File: src/a85_pkg.sv
// Shared types and constants for the ASCII85 stream decoder.
// No dependencies; a85_decode, a85_pad and ascii85_stream_decoder import this package.
package a85_pkg;

    // Widths of the group accumulator: four digits stored, five on flush
    localparam int ACC_W = 26;
    localparam int GRP_W = 33;

    // Character codes
    localparam logic [7:0] CH_NUL   = 8'h00;
    localparam logic [7:0] CH_TAB   = 8'h09;
    localparam logic [7:0] CH_LF    = 8'h0A;
    localparam logic [7:0] CH_FF    = 8'h0C;
    localparam logic [7:0] CH_CR    = 8'h0D;
    localparam logic [7:0] CH_SPACE = 8'h20;
    localparam logic [7:0] CH_LT    = 8'h3C;
    localparam logic [7:0] CH_GT    = 8'h3E;
    localparam logic [7:0] CH_Z     = 8'h7A;
    localparam logic [7:0] CH_TILDE = 8'h7E;
    localparam logic [7:0] DIGIT_LO = 8'd33;
    localparam logic [7:0] DIGIT_HI = 8'd117;

    // Digit value of a '<' that turns out not to open a "<~" mark
    localparam logic [ACC_W-1:0] LT_DIGIT = ACC_W'(27);

    typedef enum logic [2:0] {
        ERR_NONE        = 3'd0,
        ERR_CHAR        = 3'd1,
        ERR_Z_IN_GROUP  = 3'd2,
        ERR_SHORT_GROUP = 3'd3,
        ERR_OVERFLOW    = 3'd4
    } err_t;

    typedef enum logic [1:0] {
        PK_ERROR,
        PK_ZERO,
        PK_GROUP,
        PK_MARK
    } pkt_kind_t;

    // One decoded character step, before padding and overflow check
    typedef struct packed {
        pkt_kind_t        kind;
        err_t             code;
        logic [GRP_W-1:0] value;
        logic [1:0]       pad;
        logic [1:0]       nbytes_m1;
        logic             last;
    } pkt_t;

    // Up to four results waiting for the output serializer
    typedef struct packed {
        logic [31:0] word;
        logic [1:0]  count_m1;
        logic        byte_valid;
        err_t        code;
        logic        last;
    } burst_t;

    // 85 to the power of the number of pad digits
    function automatic logic [19:0] pad_power(input logic [1:0] m);
        logic [19:0] p;
        case (m)
            2'd0:    p = 20'd1;
            2'd1:    p = 20'd85;
            2'd2:    p = 20'd7225;
            default: p = 20'd614125;
        endcase
        return p;
    endfunction

endpackage

File: src/a85_stream_if.sv
// Valid/ready channel interfaces for the ASCII85 decoder's character input
// and decoded byte output. No dependencies.
interface a85_char_if;
    logic       valid;
    logic       ready;
    logic [7:0] char_in;
    logic       last_char;

    modport source (output valid, output char_in, output last_char, input ready);
    modport sink   (input valid, input char_in, input last_char, output ready);
endinterface

interface a85_byte_if;
    logic       valid;
    logic       ready;
    logic [7:0] data_byte;
    logic       byte_valid;
    logic       last_of_run;
    logic       end_of_stream;
    logic [2:0] error_code;

    modport source (output valid, output data_byte, output byte_valid, output last_of_run,
                    output end_of_stream, output error_code, input ready);
    modport sink   (input valid, input data_byte, input byte_valid, input last_of_run,
                    input end_of_stream, input error_code, output ready);
endinterface

File: src/a85_decode.sv
// Character classification, mark stripping and digit accumulation.
// Depends on a85_pkg. Emits at most one registered packet per character step.
module a85_decode (
    input  logic          clk,
    input  logic          rst_n,
    input  logic          in_valid,
    output logic          in_ready,
    input  logic [7:0]    char_in,
    input  logic          last_char,
    output logic          pkt_valid,
    input  logic          pkt_ready,
    output a85_pkg::pkt_t pkt
);
    import a85_pkg::*;

    logic [ACC_W-1:0] acc_reg, acc_next;
    logic [2:0]       cnt_reg, cnt_next;
    logic [1:0]       pos_reg;
    logic [7:0]       held_char_reg;
    logic             held_valid_reg;
    logic             failed_reg, failed_next;
    logic             pkt_valid_reg;
    pkt_t             pkt_reg, pkt_next;

    logic             accept;
    logic             trail, lead, skip, feed_held, hold_c, feed_c;
    logic             held_err, held_dig, live_c;
    logic             is_ws, is_digit, is_z;
    logic [ACC_W-1:0] acc1;
    logic [2:0]       cnt1;
    logic [GRP_W-1:0] acc_mul;
    logic             fire;

    assign in_ready  = !pkt_valid_reg || pkt_ready;
    assign accept    = in_valid && in_ready;
    assign pkt_valid = pkt_valid_reg;
    assign pkt       = pkt_reg;

    // Mark detection: "~>" at the end, "<~" as the first two characters
    assign trail = last_char && char_in == CH_GT && pos_reg != 2'd0
                   && held_char_reg == CH_TILDE;
    assign lead  = pos_reg == 2'd1 && held_valid_reg && held_char_reg == CH_LT
                   && char_in == CH_TILDE;
    assign skip      = trail || lead;
    assign feed_held = !skip && held_valid_reg;
    assign hold_c    = !skip && !last_char
                       && (char_in == CH_TILDE || (pos_reg == 2'd0 && char_in == CH_LT));
    assign feed_c    = !skip && !hold_c;

    // A held '<' only exists at the first position, so the group is empty then
    assign held_err = feed_held && !failed_reg && held_char_reg != CH_LT;
    assign held_dig = feed_held && !failed_reg && held_char_reg == CH_LT;
    assign acc1     = held_dig ? LT_DIGIT : acc_reg;
    assign cnt1     = held_dig ? 3'd1 : cnt_reg;
    assign live_c   = feed_c && !failed_reg && !held_err;

    assign is_ws    = char_in == CH_SPACE || char_in == CH_TAB || char_in == CH_CR
                      || char_in == CH_LF || char_in == CH_FF || char_in == CH_NUL;
    assign is_digit = char_in >= DIGIT_LO && char_in <= DIGIT_HI;
    assign is_z     = char_in == CH_Z;
    assign acc_mul  = GRP_W'(acc1) * GRP_W'(85) + GRP_W'(char_in - DIGIT_LO);

    always_comb
    begin
        pkt_next    = '0;
        pkt_next.kind = PK_MARK;
        pkt_next.code = ERR_NONE;
        fire        = 1'b0;
        acc_next    = acc1;
        cnt_next    = cnt1;
        failed_next = failed_reg;

        if (held_err)
        begin
            pkt_next.kind = PK_ERROR;
            pkt_next.code = ERR_CHAR;
            fire          = 1'b1;
            failed_next   = 1'b1;
            acc_next      = '0;
            cnt_next      = 3'd0;
        end
        else if (live_c && !is_ws)
        begin
            if (is_z && cnt1 == 3'd0)
            begin
                pkt_next.kind      = PK_ZERO;
                pkt_next.nbytes_m1 = 2'd3;
                fire               = 1'b1;
            end
            else if (is_digit)
            begin
                if (cnt1 == 3'd4)
                begin
                    pkt_next.kind      = PK_GROUP;
                    pkt_next.value     = acc_mul;
                    pkt_next.nbytes_m1 = 2'd3;
                    fire               = 1'b1;
                    acc_next           = '0;
                    cnt_next           = 3'd0;
                    // A full group above 32 bits fails the rest of the stream;
                    // the overflow result itself is formed downstream
                    failed_next        = acc_mul[GRP_W-1];
                end
                else
                begin
                    acc_next = acc_mul[ACC_W-1:0];
                    cnt_next = cnt1 + 3'd1;
                end
            end
            else
            begin
                pkt_next.kind = PK_ERROR;
                pkt_next.code = is_z ? ERR_Z_IN_GROUP : ERR_CHAR;
                fire          = 1'b1;
                failed_next   = 1'b1;
                acc_next      = '0;
                cnt_next      = 3'd0;
            end
        end

        // End of stream: close a partial group, padding is applied downstream
        if (last_char && !fire && !failed_next && cnt_next != 3'd0)
        begin
            fire = 1'b1;
            if (cnt_next == 3'd1)
            begin
                pkt_next.kind = PK_ERROR;
                pkt_next.code = ERR_SHORT_GROUP;
            end
            else
            begin
                pkt_next.kind      = PK_GROUP;
                pkt_next.value     = GRP_W'(acc_next);
                pkt_next.pad       = 2'(3'd5 - cnt_next);
                pkt_next.nbytes_m1 = 2'(cnt_next - 3'd2);
            end
        end

        if (last_char && !fire)
        begin
            pkt_next.kind = PK_MARK;
            fire          = 1'b1;
        end

        pkt_next.last = last_char;
    end

    always_ff @(posedge clk or negedge rst_n)
    begin
        if (!rst_n)
        begin
            acc_reg        <= '0;
            cnt_reg        <= 3'd0;
            pos_reg        <= 2'd0;
            held_char_reg  <= 8'd0;
            held_valid_reg <= 1'b0;
            failed_reg     <= 1'b0;
            pkt_valid_reg  <= 1'b0;
        end
        else
        begin
            if (accept)
            begin
                if (last_char)
                begin
                    acc_reg        <= '0;
                    cnt_reg        <= 3'd0;
                    pos_reg        <= 2'd0;
                    held_char_reg  <= 8'd0;
                    held_valid_reg <= 1'b0;
                    failed_reg     <= 1'b0;
                end
                else
                begin
                    acc_reg        <= acc_next;
                    cnt_reg        <= cnt_next;
                    held_char_reg  <= char_in;
                    held_valid_reg <= hold_c;
                    failed_reg     <= failed_next;
                    if (pos_reg != 2'd2)
                    begin
                        pos_reg <= pos_reg + 2'd1;
                    end
                end
            end

            if (accept && fire)
            begin
                pkt_valid_reg <= 1'b1;
            end
            else if (pkt_ready)
            begin
                pkt_valid_reg <= 1'b0;
            end
        end
    end

    always_ff @(posedge clk)
    begin
        if (accept && fire)
        begin
            pkt_reg <= pkt_next;
        end
    end

endmodule

File: src/a85_pad.sv
// Pads a short final group, checks the 32-bit range and forms the result burst.
// Depends on a85_pkg.
module a85_pad (
    input  logic            clk,
    input  logic            rst_n,
    input  logic            pkt_valid,
    output logic            pkt_ready,
    input  a85_pkg::pkt_t   pkt,
    output logic            burst_valid,
    input  logic            burst_ready,
    output a85_pkg::burst_t burst
);
    import a85_pkg::*;

    logic [19:0]      power;
    logic [52:0]      product;
    logic [GRP_W-1:0] padded;
    logic             burst_valid_reg;
    burst_t           burst_reg, burst_next;

    assign pkt_ready   = !burst_valid_reg || burst_ready;
    assign burst_valid = burst_valid_reg;
    assign burst       = burst_reg;

    // Padding with digit 84 n times adds 85^n - 1 after scaling by 85^n
    assign power   = pad_power(pkt.pad);
    assign product = 53'(pkt.value) * 53'(power);
    assign padded  = product[GRP_W-1:0] + GRP_W'(power - 20'd1);

    always_comb
    begin
        burst_next            = '0;
        burst_next.code       = ERR_NONE;
        burst_next.last       = pkt.last;
        unique case (pkt.kind)
            PK_ERROR:
            begin
                burst_next.code = pkt.code;
            end
            PK_ZERO:
            begin
                burst_next.count_m1   = 2'd3;
                burst_next.byte_valid = 1'b1;
            end
            PK_GROUP:
            begin
                if (padded[GRP_W-1])
                begin
                    burst_next.code = ERR_OVERFLOW;
                end
                else
                begin
                    burst_next.word       = padded[31:0];
                    burst_next.count_m1   = pkt.nbytes_m1;
                    burst_next.byte_valid = 1'b1;
                end
            end
            PK_MARK:
            begin
                burst_next.code = ERR_NONE;
            end
            default:
            begin
                burst_next.code = ERR_NONE;
            end
        endcase
    end

    always_ff @(posedge clk or negedge rst_n)
    begin
        if (!rst_n)
        begin
            burst_valid_reg <= 1'b0;
        end
        else if (pkt_ready)
        begin
            burst_valid_reg <= pkt_valid;
        end
    end

    always_ff @(posedge clk)
    begin
        if (pkt_valid && pkt_ready)
        begin
            burst_reg <= burst_next;
        end
    end

endmodule

File: src/ascii85_stream_decoder.sv
// ASCII85 stream decoder: one character in, zero to four result transfers out.
// Throughput: one character per cycle while each character yields at most one
// result and the output is ready; a character with more results holds the input back.
// Reset: rst_n clears all stream state, as does the transfer of a last character.
// Depends on a85_pkg, a85_stream_if, a85_decode and a85_pad.
module ascii85_stream_decoder (
    input  logic clk,
    input  logic rst_n,
    a85_char_if.sink   char_stream,
    a85_byte_if.source byte_stream
);
    import a85_pkg::*;

    // Stage 1: mark stripping, classification and the times-85 accumulate.
    // The decoder produces one packet per character step that has results.
    logic   pkt_valid, pkt_ready;
    pkt_t   pkt;

    a85_decode u_decode (
        .clk       (clk),
        .rst_n     (rst_n),
        .in_valid  (char_stream.valid),
        .in_ready  (char_stream.ready),
        .char_in   (char_stream.char_in),
        .last_char (char_stream.last_char),
        .pkt_valid (pkt_valid),
        .pkt_ready (pkt_ready),
        .pkt       (pkt)
    );

    // Stage 2: pad a short final group and check the group against 32 bits.
    // The padding multiply sits here so it never chains with the accumulate.
    logic   burst_valid, burst_ready;
    burst_t burst;

    a85_pad u_pad (
        .clk         (clk),
        .rst_n       (rst_n),
        .pkt_valid   (pkt_valid),
        .pkt_ready   (pkt_ready),
        .pkt         (pkt),
        .burst_valid (burst_valid),
        .burst_ready (burst_ready),
        .burst       (burst)
    );

    // Stage 3: output serializer. Holds one burst and hands out its results
    // most significant byte first, one transfer per cycle while the receiver is
    // ready. It reloads in the same cycle its final result transfers, so bursts stream without a gap.
    logic        ser_valid_reg;
    logic [31:0] word_reg;
    logic [1:0]  rem_reg;
    logic        bv_reg;
    err_t        code_reg;
    logic        last_reg;
    logic        final_xfer;

    assign final_xfer  = ser_valid_reg && byte_stream.ready && rem_reg == 2'd0;
    assign burst_ready = !ser_valid_reg || final_xfer;

    always_ff @(posedge clk or negedge rst_n)
    begin
        if (!rst_n)
        begin
            ser_valid_reg <= 1'b0;
            rem_reg       <= 2'd0;
        end
        else if (burst_ready)
        begin
            // Load the next burst, or go empty when none waits
            ser_valid_reg <= burst_valid;
            rem_reg       <= burst.count_m1;
        end
        else if (byte_stream.ready)
        begin
            // Advance to the next result of the current burst
            rem_reg <= rem_reg - 2'd1;
        end
    end

    // Payload: the word shifts left one byte per transfer
    always_ff @(posedge clk)
    begin
        if (burst_ready && burst_valid)
        begin
            word_reg <= burst.word;
            bv_reg   <= burst.byte_valid;
            code_reg <= burst.code;
            last_reg <= burst.last;
        end
        else if (ser_valid_reg && byte_stream.ready)
        begin
            word_reg <= {word_reg[23:0], 8'd0};
        end
    end

    // Error and end-marker results carry a zero word, so no masking is needed
    assign byte_stream.valid         = ser_valid_reg;
    assign byte_stream.data_byte     = word_reg[31:24];
    assign byte_stream.byte_valid    = bv_reg;
    assign byte_stream.last_of_run   = rem_reg == 2'd0;
    assign byte_stream.end_of_stream = rem_reg == 2'd0 && last_reg;
    assign byte_stream.error_code    = code_reg;

endmodule

File: src/flat_wrapper.sv
// flat-port wrapper written by rule: the top's interface ports become plain ports
module ascii85_stream_decoder_flat import a85_pkg::*;
  (clk, rst_n, char_stream_valid, char_stream_char_in, char_stream_last_char, char_stream_ready, byte_stream_valid, byte_stream_data_byte, byte_stream_byte_valid, byte_stream_last_of_run, byte_stream_end_of_stream, byte_stream_error_code, byte_stream_ready);
  a85_char_if char_stream_i ();
  a85_byte_if byte_stream_i ();
  input  logic clk;
  input  logic rst_n;
  input wire logic [$bits(char_stream_i.valid)-1:0] char_stream_valid;
  input wire logic [$bits(char_stream_i.char_in)-1:0] char_stream_char_in;
  input wire logic [$bits(char_stream_i.last_char)-1:0] char_stream_last_char;
  output wire logic [$bits(char_stream_i.ready)-1:0] char_stream_ready;
  output wire logic [$bits(byte_stream_i.valid)-1:0] byte_stream_valid;
  output wire logic [$bits(byte_stream_i.data_byte)-1:0] byte_stream_data_byte;
  output wire logic [$bits(byte_stream_i.byte_valid)-1:0] byte_stream_byte_valid;
  output wire logic [$bits(byte_stream_i.last_of_run)-1:0] byte_stream_last_of_run;
  output wire logic [$bits(byte_stream_i.end_of_stream)-1:0] byte_stream_end_of_stream;
  output wire logic [$bits(byte_stream_i.error_code)-1:0] byte_stream_error_code;
  input wire logic [$bits(byte_stream_i.ready)-1:0] byte_stream_ready;
  assign char_stream_i.valid = char_stream_valid;
  assign char_stream_i.char_in = char_stream_char_in;
  assign char_stream_i.last_char = char_stream_last_char;
  assign char_stream_ready = char_stream_i.ready;
  assign byte_stream_valid = byte_stream_i.valid;
  assign byte_stream_data_byte = byte_stream_i.data_byte;
  assign byte_stream_byte_valid = byte_stream_i.byte_valid;
  assign byte_stream_last_of_run = byte_stream_i.last_of_run;
  assign byte_stream_end_of_stream = byte_stream_i.end_of_stream;
  assign byte_stream_error_code = byte_stream_i.error_code;
  assign byte_stream_i.ready = byte_stream_ready;
  ascii85_stream_decoder u_core (.clk(clk), .rst_n(rst_n), .char_stream(char_stream_i), .byte_stream(byte_stream_i));
endmodule
File: config.mk
export PLATFORM = sky130hd
export DESIGN_NAME = ascii85_stream_decoder_flat
export DESIGN_NICKNAME = d
export VERILOG_FILES = /design/src/a85_pkg.sv /design/src/a85_stream_if.sv /design/src/a85_decode.sv /design/src/a85_pad.sv /design/src/ascii85_stream_decoder.sv /design/src/flat_wrapper.sv
export SDC_FILE = /design/constraint.sdc
export NUM_CORES = 1
export LEC_CHECK = 0
export BUFFER_PORTS_ARGS = -buffer_cell sky130_fd_sc_hd__clkbuf_2
export CAP_MARGIN = 20
export CORE_UTILIZATION = 45
export DETAILED_ROUTE_END_ITERATION = 10
export PLACE_DENSITY_LB_ADDON = 0.1
export SLEW_MARGIN = 20
export SYNTH_ARGS = -nofsm -noshare
export SYNTH_HDL_FRONTEND = slang
export SYNTH_SLANG_ARGS = --single-unit
File: constraint.sdc
create_clock -name clk -period 14.8 [get_ports clk]
set_clock_uncertainty 0.1 [all_clocks]
set_input_delay 0.74 -clock clk [delete_from_list [all_inputs] [get_ports clk]]
set_output_delay 0.74 -clock clk [all_outputs]
set_load 0.01 [all_outputs]
==> flow_metrics.tcl <==
set metrics [dict create \
    tns_ps 0 \
    endpoint_kind "flop" \
    ant_nets 0 \
    grt-ovfl-total 0 \
    gp_congestion 0.887 \
    grt_use_total_pct 22.8 \
    period_needed_ps 10390 \
    worstPathBufferInverterCount 6 \
    synthArstFlopShare_pct 28.0 \
    yosys_most_used_dff "edfxtp_1" \
    vias 15200 \
    hold_violations 0 \
    largest_reg_flops 42 \
    wl_um 54900 \
    core-area_um2 50200 \
    post_cts_resized 0 \
    die-area_um2 51800 \
    max-cap-violations 0 \
    regArea_um2 4690 \
    dpl-instance-area_um2 23700 \
    io_pins 29 \
    syn_area_um2 22900 \
    yosysMostFrequentCell "inv_1" \
    die_x_um 228 \
    post_cts_buffers 0 \
    timing.critical_path.mode_cell "fa_1" \
    synth.distinct_cells 90 \
    path_class "reg -> reg" \
    rsz0062_at_grt "no" \
    portBuffers 28 \
    worstMarginPinSlew_ps 1100 \
    drive_above_1_share_pct 5.28 \
    clk_pin_slew_ps 70 \
    status "finished, final reports clean" \
    start_util_pct 45.6 \
    synthCells 2301 \
    synth_top_area_cell "fa_1" \
    relSlewSlack_pct 26.7 \
    drc_errors 0 \
    drt_iter0_drc 806 \
    finalSetupViolCount 0 \
    fmax_mhz 96.3 \
    worst_slack_ps 4410 \
    clock_latency_ps 460 \
    rrSetupSlack_ps 4410 \
    cts_buffer_depth 2 \
    grt_max_degree 55 \
    clock-sinks 164 \
    worst_r2r_path_depth 26 \
    rows 82 \
    required_ps 14900 \
    critPathArrivalTime_ps 10480 \
    holdBufCountCts 0 \
    synth_commonest_cells "inv_1, fa_1, ha_1" \
    synthTopCellsByArea "fa_1, edfxtp_1, ha_1, inv_1, dfrtp_1" \
    grt_antenna_before_repair 0 \
    yosys_warnings 0 \
    multi_input_area_um2 15800 \
    grt_pass1_vias 16200 \
    final_area_um2 24200 \
    crit_family "adder cells" \
    hold_path_class "in -> async" \
    fin_util_pct 48.3 \
    slowest_stage "edfxtp_1" \
    ys_seq_elements 164 \
    grt_pass1_wl_um 89600 \
    start_kind "flop" \
    cp_slowest_stage_delay_ps 1010 \
    avgSynthCellArea_um2 9.95 \
    syn-num-nets 2920 \
    dp_hpwl_um 46900 \
    period_share_pct 70.2 \
    nFillCells 4729 \
    final_nets 2915 \
    antenna_cells 0 \
    fp.dieH_um 228 \
    drtPass1Iterations 5 \
    seq_area_frac_synth_pct 20.5 \
    vias_per_cell 5.09 \
    detail_route.wl_per_cell_um 18.4 \
    reg2reg_to "u_core.u_pad.burst[29]$_SDFFCE_PN0P_" \
    htree_levels 4 \
    synth_top_area_share_pct 28.8 \
    crit_path_max_fanout 31 \
    r2r-start "u_core.u_decode.pkt[3]$_SDFFCE_PP0P_" \
    dp_slack_ps 4350 \
    clock-root-buffer "clkbuf_16" \
    slew_viol_final 0 \
    cts-buffers-inserted 17 \
    synth-edff-count 118 \
    syn2layout_area_growth_pct 5.89 \
    cts_tree "yes" \
]
## kinds of logic after synthesis
group | count (synthesis) | share of synthesized area [%]
AO/OA/AOI/OAI | 291 | 9.07
XOR/XNOR | 111 | 4.31
adder cells (fa/ha/maj) | 606 | 43.9
buffers and inverters | 639 | 10.8
flip-flops | 164 | 20.5
multiplexers | 28 | 1.36
AND/OR/NAND/NOR | 462 | 10.1
## per-stage QoR
| stage | hold slack (ps) | std cells |
|---|---|---|
| after floorplan | 300 | 2301 |
| after global placement | 306 | 2948 |
| after detailed placement | 305 | 2948 |
| after CTS | 285 | 2980 |
| after global routing | 330 | 2981 |
| final | 296 | 2981 |
## layer usage
layer,wire [um],global-route usage [%]
met4,923,5.56
met1,25500,30.4
met5,0,0
met2,26800,39.5
met3,1680,2.61
## cell type report
| type | instances | share of cell area (%) |
|---|---|---|
| Sequential cell | 164 | 19.4 |
| Clock buffer | 19 | 1.79 |
| Inverter | 580 | 9.00 |
| Timing Repair Buffer | 35 | 0.846 |
| Clock inverter | 13 | 0.547 |
| Tap cell | 672 | 3.47 |
| Multi-Input combinational cell | 1498 | 65.0 |
## worst max path at each step
stage / startpoint / endpoint / depth (start not counted)
2_1_floorplan: u_core.u_decode.pkt[3]$_SDFFCE_PP0P_ / u_core.u_pad.burst[19]$_SDFFCE_PN0P_ / 30
3_3_place_gp: u_core.u_decode.pkt[3]$_SDFFCE_PP0P_ / u_core.u_pad.burst[15]$_SDFFCE_PN0P_ / 26
3_5_place_dp: u_core.u_decode.pkt[3]$_SDFFCE_PP0P_ / u_core.u_pad.burst[14]$_SDFFCE_PN0P_ / 26
4_1_cts: u_core.u_decode.pkt[3]$_SDFFCE_PP0P_ / u_core.u_pad.burst[14]$_SDFFCE_PN0P_ / 26
5_1_grt: u_core.u_decode.pkt[3]$_SDFFCE_PP0P_ / u_core.u_pad.burst[13]$_SDFFCE_PN0P_ / 26
6_report: u_core.u_decode.pkt[3]$_SDFFCE_PP0P_ / u_core.u_pad.burst[29]$_SDFFCE_PN0P_ / 26
## cell usage in the layout (no fill, tap or decap), types with 6 or more instances in the layout
| cell | count |
|---|---|
| nor3b_1 | 8 |
| o21a_1 | 8 |
| dfrtp_1 | 46 |
| a21oi_1 | 52 |
| a31oi_1 | 10 |
| fa_1 | 329 |
| nand3_1 | 23 |
| o21bai_1 | 12 |
| mux2_2 | 25 |
| o22ai_1 | 12 |
| o21ai_1 | 7 |
| nand2_1 | 158 |
| o31ai_1 | 8 |
| a21o_1 | 21 |
| o211ai_1 | 7 |
| nor3_1 | 16 |
| edfxtp_1 | 118 |
| a22oi_1 | 10 |
| or3_1 | 7 |
| xor2_1 | 31 |
| a211oi_1 | 10 |
| nand2b_1 | 25 |
| o21ai_0 | 50 |
| inv_1 | 579 |
| xnor2_1 | 79 |
| and3_1 | 20 |
| ha_1 | 277 |
| nor2_1 | 90 |
| clkbuf_16 | 17 |
| nor2b_1 | 31 |
| buf_4 | 6 |
| clkbuf_2 | 28 |
| a22o_1 | 31 |
| and2_1 | 44 |
Power is left out: the tool's default activity adds up to more than one toggle a clock period on the data nets, which glitch-free logic cannot reach.
